**src/sv/bmf_pkg.sv**
```systemverilog
// Shared constants and types for the 5x5 box mean filter.
package bmf_pkg;

    // Pixel and window geometry
    localparam int PIX_W    = 8;
    localparam int WIN      = 5;
    localparam int WIN_HALF = WIN / 2;
    localparam int LINES    = WIN - 1;
    localparam int SLOT_W   = $clog2(LINES);

    // Configuration registers
    localparam int WIDTH_CFG_W = 11;
    localparam int HEIGHT_W    = 16;
    localparam int CFG_DATA_W  = 16;
    localparam int CFG_IDX_W   = 1;
    localparam logic [CFG_IDX_W-1:0] REG_IMAGE_WIDTH  = 1'd0;
    localparam logic [CFG_IDX_W-1:0] REG_IMAGE_HEIGHT = 1'd1;
    localparam logic [WIDTH_CFG_W-1:0] RESET_WIDTH  = 11'd640;
    localparam logic [HEIGHT_W-1:0]    RESET_HEIGHT = 16'd480;
    localparam int MIN_DIM = 5;

    // Row counter runs two rows past the image while flushing
    localparam int ROW_W = HEIGHT_W + 1;

    // Sum widths: one column of five pixels, then the whole window
    localparam int COLSUM_W = $clog2(WIN * 255 + 1);
    localparam int SUM_W    = $clog2(WIN * WIN * 255 + 1);

    // Divide by 25 as multiply by ceil(2^17 / 25), exact for sums below 43690
    localparam int RECIP_W     = 13;
    localparam int RECIP_SHIFT = 17;
    localparam logic [RECIP_W-1:0] RECIP = 13'd5243;
    localparam int PROD_W      = SUM_W + RECIP_W;

    // One window column as held by a cell
    typedef struct packed {
        logic [WIN-1:0][PIX_W-1:0] pix;
        logic [COLSUM_W-1:0]       sum;
    } col_t;

endpackage

```
**src/sv/bmf_win_cell.sv**
```systemverilog
// One window column cell: holds five pixels and their sum, adds into the window total.
module bmf_win_cell (
    input  logic                       clk,
    input  logic                       shift_en,
    input  bmf_pkg::col_t              col_in,
    output bmf_pkg::col_t              col_out,
    input  logic [bmf_pkg::SUM_W-1:0]  acc_in,
    output logic [bmf_pkg::SUM_W-1:0]  acc_out
);
    import bmf_pkg::*;

    col_t col_reg;

    // Column moves one cell left per accepted pixel
    always_ff @(posedge clk)
    begin
        if (shift_en)
        begin
            col_reg <= col_in;
        end
    end

    assign col_out = col_reg;

    // Running window sum passes along the chain
    assign acc_out = acc_in + SUM_W'(col_reg.sum);

endmodule

```
**config.mk**
```make
export PLATFORM = sky130hd
export DESIGN_NAME = bmf_win_cell
export DESIGN_NICKNAME = d
export VERILOG_FILES = /design/src/sv/bmf_pkg.sv /design/src/sv/bmf_win_cell.sv
export SDC_FILE = /design/constraint.sdc
export NUM_CORES = 1
export LEC_CHECK = 0
export BUFFER_PORTS_ARGS = -buffer_cell sky130_fd_sc_hd__buf_2
export CORE_UTILIZATION = 42
export CTS_CLUSTER_SIZE = 28
export DETAILED_ROUTE_END_ITERATION = 16
export GPL_TIMING_DRIVEN = 0
export HOLD_SLACK_MARGIN = 0.02
export PLACE_DENSITY = 0.89
export SYNTH_ARGS = -nofsm -noshare
export SYNTH_HDL_FRONTEND = slang
export SYNTH_SLANG_ARGS = --single-unit
```
**constraint.sdc**
```tcl
create_clock -name clk -period 2.6 [get_ports clk]
set_clock_uncertainty 0.05 [all_clocks]
set_input_delay 0 -clock clk [delete_from_list [all_inputs] [get_ports clk]]
set_output_delay 0 -clock clk [all_outputs]
set_load 0.01 [all_outputs]
```
Yosys cells after proc, flatten, opt, wreduce, memory -nomap -nowiden
Cells that the tools add are included.

cells by class
  add/sub/neg operators = 1
  multipliers = 0
  divide/modulo/power cells = 0
  $lt $le $gt $ge = 0
  eq/ne operators = 0
  shifts and indexed selects = 0
  mux-type cells = 0
  bitwise logic cells = 0
  reductions and logical operators = 0

operator list
  operator                 count
  adder 13 x 11 -> 13 bit  1

word-level totals
  bits in registers = 51
  bits in latches = 0
  memory bits (writable) = 0
  memory bits (read-only) = 0
  input bits = 66
  logic and storage cells = 7
  memories kept = 0

Depth between registers and ports, before layout
Gate-level depths: netlist of run 1.

  depth in word-level cells = 1
  depth in mapped cells = 7
  mapped depth without buffers = 7

Worst setup path after synthesis of run 1
Ideal clock, no wire load.

  path type = reg-to-output
  start = reg col_reg, in the netlist col_out[0]
  end = out acc_out[12] (netlist name)
  arrival time = 2,209 ps
  path slack = 341 ps
  cell stages (with the launch flop) = 8
  path buffers = 0
  cells stage by stage = edfxtp_1 ha_1 fa_1 a21o_1 a221oi_2 o21bai_2 a221o_1 xor2_1

on the way
  cells in the longest elaborated chain, start to end = 1

ends and longest elaborated chain
  element                   line                text
  start: declaration        bmf_win_cell.sv:12  col_t col_reg;
  start signal: assignment  bmf_win_cell.sv:19  col_reg <= col_in;
  adder 13 x 11 -> 13 bit   bmf_win_cell.sv:26  assign acc_out = acc_in + SUM_W'(col_reg.sum);
  end: declaration          bmf_win_cell.sv:8   output logic [bmf_pkg::SUM_W-1:0] acc_out

No other way between the ends.

Final worst setup path of run 1
Same ends and word-level chain as after synthesis.

==> results of run 1 <==
-- through the flow --
stage,TNS [ns],hold slack (ns),power (mW),util
after CTS,0,0.217,1.91,0.724
after global placement,0,0.126,1.41,0.593
after floorplan,0,0.0301,1.22,-
final,0,0.215,1.97,0.731
after detailed placement,0,0.128,1.42,0.593
after global routing,-0.166,0.236,2.05,0.731
-- area by class of cell --
class,instances,area (um2)
sequential,51,1530
fill,289,1280
timing repair buffer,183,1180
multi-input combinational,68,578
tap,67,83.8
clock buffer,6,72.6
clock inverter,2,12.5
inverter,3,11.3
buffer,2,7.51
-- critical path: cells and delay by family, from the launching register on --
kind / cells / cell delay, ns
AO/OA/AOI/OAI: 4 / 0.96
adder cells (fa/ha/maj): 2 / 0.54
buffers and inverters: 1 / 0.13
flip-flops: 1 / 0.44
XOR/XNOR: 1 / 0.14
-- layout by cell type, fill, tap and decap left out, types with 2 or more instances in the layout --
cell / instances
sky130_fd_sc_hd__dlygate4sd3_1: 51
sky130_fd_sc_hd__and3_1: 4
sky130_fd_sc_hd__xnor2_1: 5
sky130_fd_sc_hd__a21o_2: 3
sky130_fd_sc_hd__clkbuf_1: 3
sky130_fd_sc_hd__nand2_1: 4
sky130_fd_sc_hd__buf_2: 129
sky130_fd_sc_hd__xor2_1: 5
sky130_fd_sc_hd__a21o_1: 3
sky130_fd_sc_hd__o21ai_0: 2
sky130_fd_sc_hd__ha_1: 10
sky130_fd_sc_hd__a21oi_1: 7
sky130_fd_sc_hd__nand3_1: 6
sky130_fd_sc_hd__edfxtp_1: 51
sky130_fd_sc_hd__buf_4: 3
sky130_fd_sc_hd__clkbuf_8: 5
sky130_fd_sc_hd__o211ai_1: 2
sky130_fd_sc_hd__inv_1: 3
sky130_fd_sc_hd__nor3_1: 2
-- path summary, 6_finish.rpt --
kind / end / slack, ns / startpoint
worst max-delay path: acc_out[12] / 0.05 / col_out[0]
worst min-delay path: acc_out[12] / 0.22 / acc_in[12]
-- Yosys cell counts (all sizes together) --
master / n / area, um2
and2: 1 / 6.26
nor2b: 1 / 6.26
nand2: 4 / 15.0
edfxtp: 51 / 1530
clkbuf: 2 / 7.51
inv: 3 / 11.3
a221o: 1 / 10.0
nor3: 2 / 10.0
o21bai: 1 / 11.3
and4: 1 / 10.0
a31oi: 1 / 6.26
fa: 1 / 20.0
nor2: 1 / 3.75
a21o: 6 / 48.8
a21bo: 1 / 10.0
xor2: 5 / 43.8
o2111ai: 1 / 8.76
o211ai: 2 / 15.0
a21oi: 8 / 40.0
and3: 4 / 25.0
o21ai: 2 / 10.0
nand3: 6 / 30.0
a221oi: 2 / 23.8
ha: 11 / 138
nand4: 1 / 6.26
xnor2: 5 / 43.8
-- power groups by stage --
stage / clock network [mW] / logic (mW) / registers (mW)
after floorplan: 0 / 0.171 / 1.05
after global placement: 0 / 0.395 / 1.01
after detailed placement: 0 / 0.406 / 1.02
after CTS: 0.431 / 0.475 / 0.999
after global routing: 0.488 / 0.550 / 1.02
final: 0.455 / 0.508 / 1.01
-- layer usage --
metal  global-route usage  wire (um)
met5                    0          0
met3               0.0884        685
met1                0.339       2600
met2                0.522       3840
met4                0.135        319
-- timing repair --
action                     in CTS  in global routing
pin swaps                       1                  8
hold endpoints to repair       51                  0
buffers inserted                1                  2
hold buffers                   51                  0
setup endpoints to repair       3                  3
gates resized for setup         3                  3
-- logic make-up after synthesis --
family,after synthesis,synth area share
AO/OA/AOI/OAI,25,0.0879
adder cells (fa/ha/maj),12,0.0754
AND/OR/NAND/NOR,21,0.0538
XOR/XNOR,10,0.0419
buffers and inverters,5,0.00897
flip-flops,51,0.732
==> impl_metrics.env, run 1 <==
export IMPL_status="finished clean"
export IMPL_gr_total_overflow=0
export IMPL_clockPowerShare=0.231
export IMPL_largest_register_ffs=51
export IMPL_worst_ir_drop_vdd_uv=590
export IMPL_critical_path_cell_chain="ha_4 > fa_2 > a21o_1 > a221oi_4 > o21bai_2 > a221o_1 > xor2_1 > buf_2"
export IMPL_cts_clk_slew_worst_paths_ns=0.09
export IMPL_layout_nets=392
export IMPL_drt_iter0_drc=198
export IMPL_drt_first_pass_iters=5
export IMPL_final_layout_size_suffix_gt1_frac=0.476
export IMPL_antenna_diode_count=0
export IMPL_aggregate_global_route_resource_usage=0.299
export IMPL_routed_via_density=5.12
export IMPL_report_final_setup_viol=0
export IMPL_stdcell_count=382
export IMPL_vias_in_the_first_global_route=2080
export IMPL_pre_cts_slack_ns=0.202
export IMPL_floorplan_core_area_um2=4750
export IMPL_cp_data_required_time_ns=2.55
export IMPL_critPathKind="register to primary output"
export IMPL_cts_max_path_buffers=2
export IMPL_netlist_cell_type_count=28
export IMPL_avgSynthCellArea_um2=16.9
export IMPL_syn_inst=124
export IMPL_detail_route_wl_per_cell_um=19.5
export IMPL_tritoncts_num_buffers=5
export IMPL_hpwl_um=3860
export IMPL_postSynthRegisterBits=51
export IMPL_final_period_minus_worst_setup_slack_ns=2.55
export IMPL_floorplan_initialDensity=0.440
export IMPL_worstHoldPathCells=3
export IMPL_sinks_on_clock_net=51
export IMPL_gpl_final_weighted_congestion=0.739
export IMPL_ys_seq_area_frac=0.732
export IMPL_postRouteWirelength_um=7440
export IMPL_post_dp_cell_area_um2=2820
export IMPL_p_seq_frac=0.512
export IMPL_power_switching_mw=0.559
export IMPL_p_leak_nw=1.55
export IMPL_mappedNetlistArea_um2=2090
export IMPL_syn2layout_area_growth_pct=66.1
export IMPL_synth_warnings=0
export IMPL_die_width_um=72.6
export IMPL_drv_max_cap_violation_count=0
export IMPL_power_density_nw_per_um2=567
export IMPL_grt_start_max_net_pins=52
export IMPL_hold_path_class="primary input to primary output"
export IMPL_io_pins=130
export IMPL_critical_path_source_type="register"
export IMPL_cts_tree="built"
export IMPL_detail_route_drc_violations=0
export IMPL_htree_num_levels=2
export IMPL_detailroute_via_count=1954
export IMPL_syn_nets=202
export IMPL_drtAntennaViolNets=0
export IMPL_clock_root_buffer_master="sky130_fd_sc_hd__clkbuf_8"
export IMPL_placement_rows=25
export IMPL_max_slew_margin_rel=0.264
export IMPL_layout_setup_ws_ns=0.0460
export IMPL_timing_final_crit_share=0.982
export IMPL_finalHoldViolations=0
export IMPL_die_height_um=72.6
export IMPL_first_pass_grt_wire_length_um=11000
export IMPL_comb_power_share=0.258
export IMPL_timing_final_max_slew_violations=0
export IMPL_internal_power_mw=1.41
export IMPL_worstPathMaxFanout=2
export IMPL_dp_cells=320
export IMPL_final_design_area_no_fill_um2=3480
export IMPL_worstSetupEndpointType="primary output"
export IMPL_buffer_ports_inserted=129
export IMPL_grt_setup_unrepaired="yes"
export IMPL_critical_path_arrival_ns=2.50
export IMPL_crit_path_max_incr_delay_ns=0.44
export IMPL_grt_antenna_before_repair=0
export IMPL_design_die_area_um2=5270
export IMPL_crit_path_top_delay_cell="sky130_fd_sc_hd__edfxtp_1"
export IMPL_netSwitchingFraction=0.283
export IMPL_highest_attainable_clock_frequency_mhz=392
export IMPL_worst_pin_slew_ns=1.10
Power figures use the tool's default switching activity.
==> run 2, diff against run 1 <==
CORE_ASPECT_RATIO = 1.5   (was default)
SLEW_MARGIN = 25   (was default)
==> run 2 against run 1 <==
Net effect: setup slack lost 0.016 ns; hold slack lost 0.025 ns; largest power group unchanged; largest cell class unchanged; sequential cell count is the same; via count shrank 8.2%; first-iteration DRC count shrank 44%; clock-buffer cell count shrank 1.
==> impl_metrics.env, run 2 (synthesis results as in run 1) <==
export IMPL_status="finished clean"
export IMPL_first_pass_grt_wire_length_um=8070
export IMPL_io_pins=130
export IMPL_layout_nets=390
export IMPL_drv_max_cap_violation_count=0
export IMPL_cp_data_required_time_ns=2.55
export IMPL_drt_iter0_drc=111
export IMPL_vias_in_the_first_global_route=1836
export IMPL_gr_total_overflow=0
export IMPL_final_layout_size_suffix_gt1_frac=0.470
export IMPL_critical_path_arrival_ns=2.52
export IMPL_htree_num_levels=2
export IMPL_timing_final_crit_share=0.989
export IMPL_postRouteWirelength_um=5480
export IMPL_crit_path_max_incr_delay_ns=0.41
export IMPL_path_buf_inv=1
export IMPL_clock_root_buffer_master="sky130_fd_sc_hd__clkbuf_8"
export IMPL_drtAntennaViolNets=0
export IMPL_placement_rows=31
export IMPL_buffer_ports_inserted=129
export IMPL_power_density_nw_per_um2=579
export IMPL_worstSetupEndpointType="primary output"
export IMPL_drt_first_pass_iters=7
export IMPL_max_slew_margin_rel=0.587
export IMPL_crit_path_top_delay_cell="sky130_fd_sc_hd__edfxtp_1"
export IMPL_final_period_minus_worst_setup_slack_ns=2.57
export IMPL_detail_route_drc_violations=0
export IMPL_sinks_on_clock_net=51
export IMPL_fillers=336
export IMPL_detailroute_via_count=1793
export IMPL_cts_clk_slew_worst_paths_ns=0.09
export IMPL_highest_attainable_clock_frequency_mhz=389
export IMPL_design_die_area_um2=5270
export IMPL_critPathTopFamily="compound AO/OA/AOI/OAI gates"
export IMPL_die_height_um=88.4
export IMPL_cts_tree="built"
export IMPL_timing_final_max_slew_violations=0
export IMPL_floorplan_core_area_um2=4810
export IMPL_worst_pin_slew_ns=0.619
export IMPL_syn2layout_area_growth_pct=65.8
export IMPL_grt_setup_unrepaired="yes"
export IMPL_final_design_area_no_fill_um2=3470
export IMPL_p_leak_nw=1.56
export IMPL_critical_path_source_type="register"
export IMPL_gpl_final_weighted_congestion=0.726
export IMPL_hpwl_um=3450
export IMPL_cts_max_path_buffers=2
export IMPL_critPathKind="register to primary output"
export IMPL_grt_start_max_net_pins=52
export IMPL_die_width_um=59.6
export IMPL_worstPathMaxFanout=3
export IMPL_post_dp_cell_area_um2=2820
export IMPL_largest_register_ffs=51
export IMPL_grt_antenna_before_repair=0
export IMPL_detail_route_wl_per_cell_um=14.5
export IMPL_critical_path_cell_chain="ha_2 > fa_2 > a21o_1 > a221oi_4 > o21bai_2 > a221o_1 > xor2_1 > buf_2"
export IMPL_worst_ir_drop_vdd_uv=475
export IMPL_finalHoldViolations=0
export IMPL_most_common_cell_after_layout_fill_and_taps_aside="sky130_fd_sc_hd__buf_2"
export IMPL_layout_common_cells="sky130_fd_sc_hd__buf_2, sky130_fd_sc_hd__edfxtp_1, sky130_fd_sc_hd__dlygate4sd3_1"
export IMPL_floorplan_initialDensity=0.435
export IMPL_tritoncts_num_buffers=5
export IMPL_aggregate_global_route_resource_usage=0.215
export IMPL_routed_via_density=4.73
export IMPL_sequential_cell_area_um2=1530
export IMPL_antenna_diode_count=0
export IMPL_hold_path_class="primary input to register"
export IMPL_area_of_the_multi_input_gates_um2=558
export IMPL_final_core_utilization=0.721
export IMPL_report_final_setup_viol=0
[run 2: path summary, 6_finish.rpt]
path / depth (start not counted) / from / slack (ns) / endpoint
max: 8 / col_out[0] / 0.03 / acc_out[12]
min: 1 / shift_en / 0.19 / col_out[14]
[run 2: routing by layer]
metal | wire length [um] | global-route usage | vias to the layer above
li1 | - | - | 859
met1 | 1880 | 0.206 | 825
met2 | 3090 | 0.416 | 96
met3 | 371 | 0.0497 | 13
met4 | 135 | 0.0994 | 0
met5 | 0 | 0 | -
[run 2: layout make-up]
type | count | area share
inverters | 3 | 0.00325
clock buffers | 5 | 0.0198
repair buffers | 181 | 0.336
well taps | 66 | 0.0238
plain buffers | 2 | 0.00216
multi-input cells | 68 | 0.161
flip-flops and latches | 51 | 0.441
clock inverters | 3 | 0.0126
[run 2: what timing repair did]
| item | CTS | global route |
|---|---|---|
| hold buffers | 51 | 0 |
| pin swaps | 2 | 2 |
| hold endpoints to repair | 51 | 0 |
| gates resized for setup | 3 | 0 |
| endpoints found under the setup margin | 3 | 3 |
| buffers inserted | 1 | 0 |
[run 2: report_power, final]
part | internal (mW) | switching [mW] | leakage [nW] | total [mW]
sequential | 0.977 | 0.0219 | 0.499 | 0.999
combinational | 0.238 | 0.236 | 1.00 | 0.474
clock | 0.287 | 0.249 | 0.0581 | 0.535
total | 1.50 | 0.507 | 1.56 | 2.01
[run 2: stage by stage]
| stage | std cells | setup TNS, ns | hold slack [ns] | power (mW) | worst slack (ns) |
|---|---|---|---|---|---|
| global route | 379 | -0.129 | 0.210 | 2.10 | -0.0909 |
| floorplan | 124 | 0 | 0.0301 | 1.22 | 0.341 |
| CTS | 379 | 0 | 0.219 | 2.02 | 0.00912 |
| detailed placement | 319 | 0 | 0.128 | 1.42 | 0.189 |
| finish | 379 | 0 | 0.190 | 2.01 | 0.0298 |
| global placement | 319 | 0 | 0.126 | 1.40 | 0.210 |
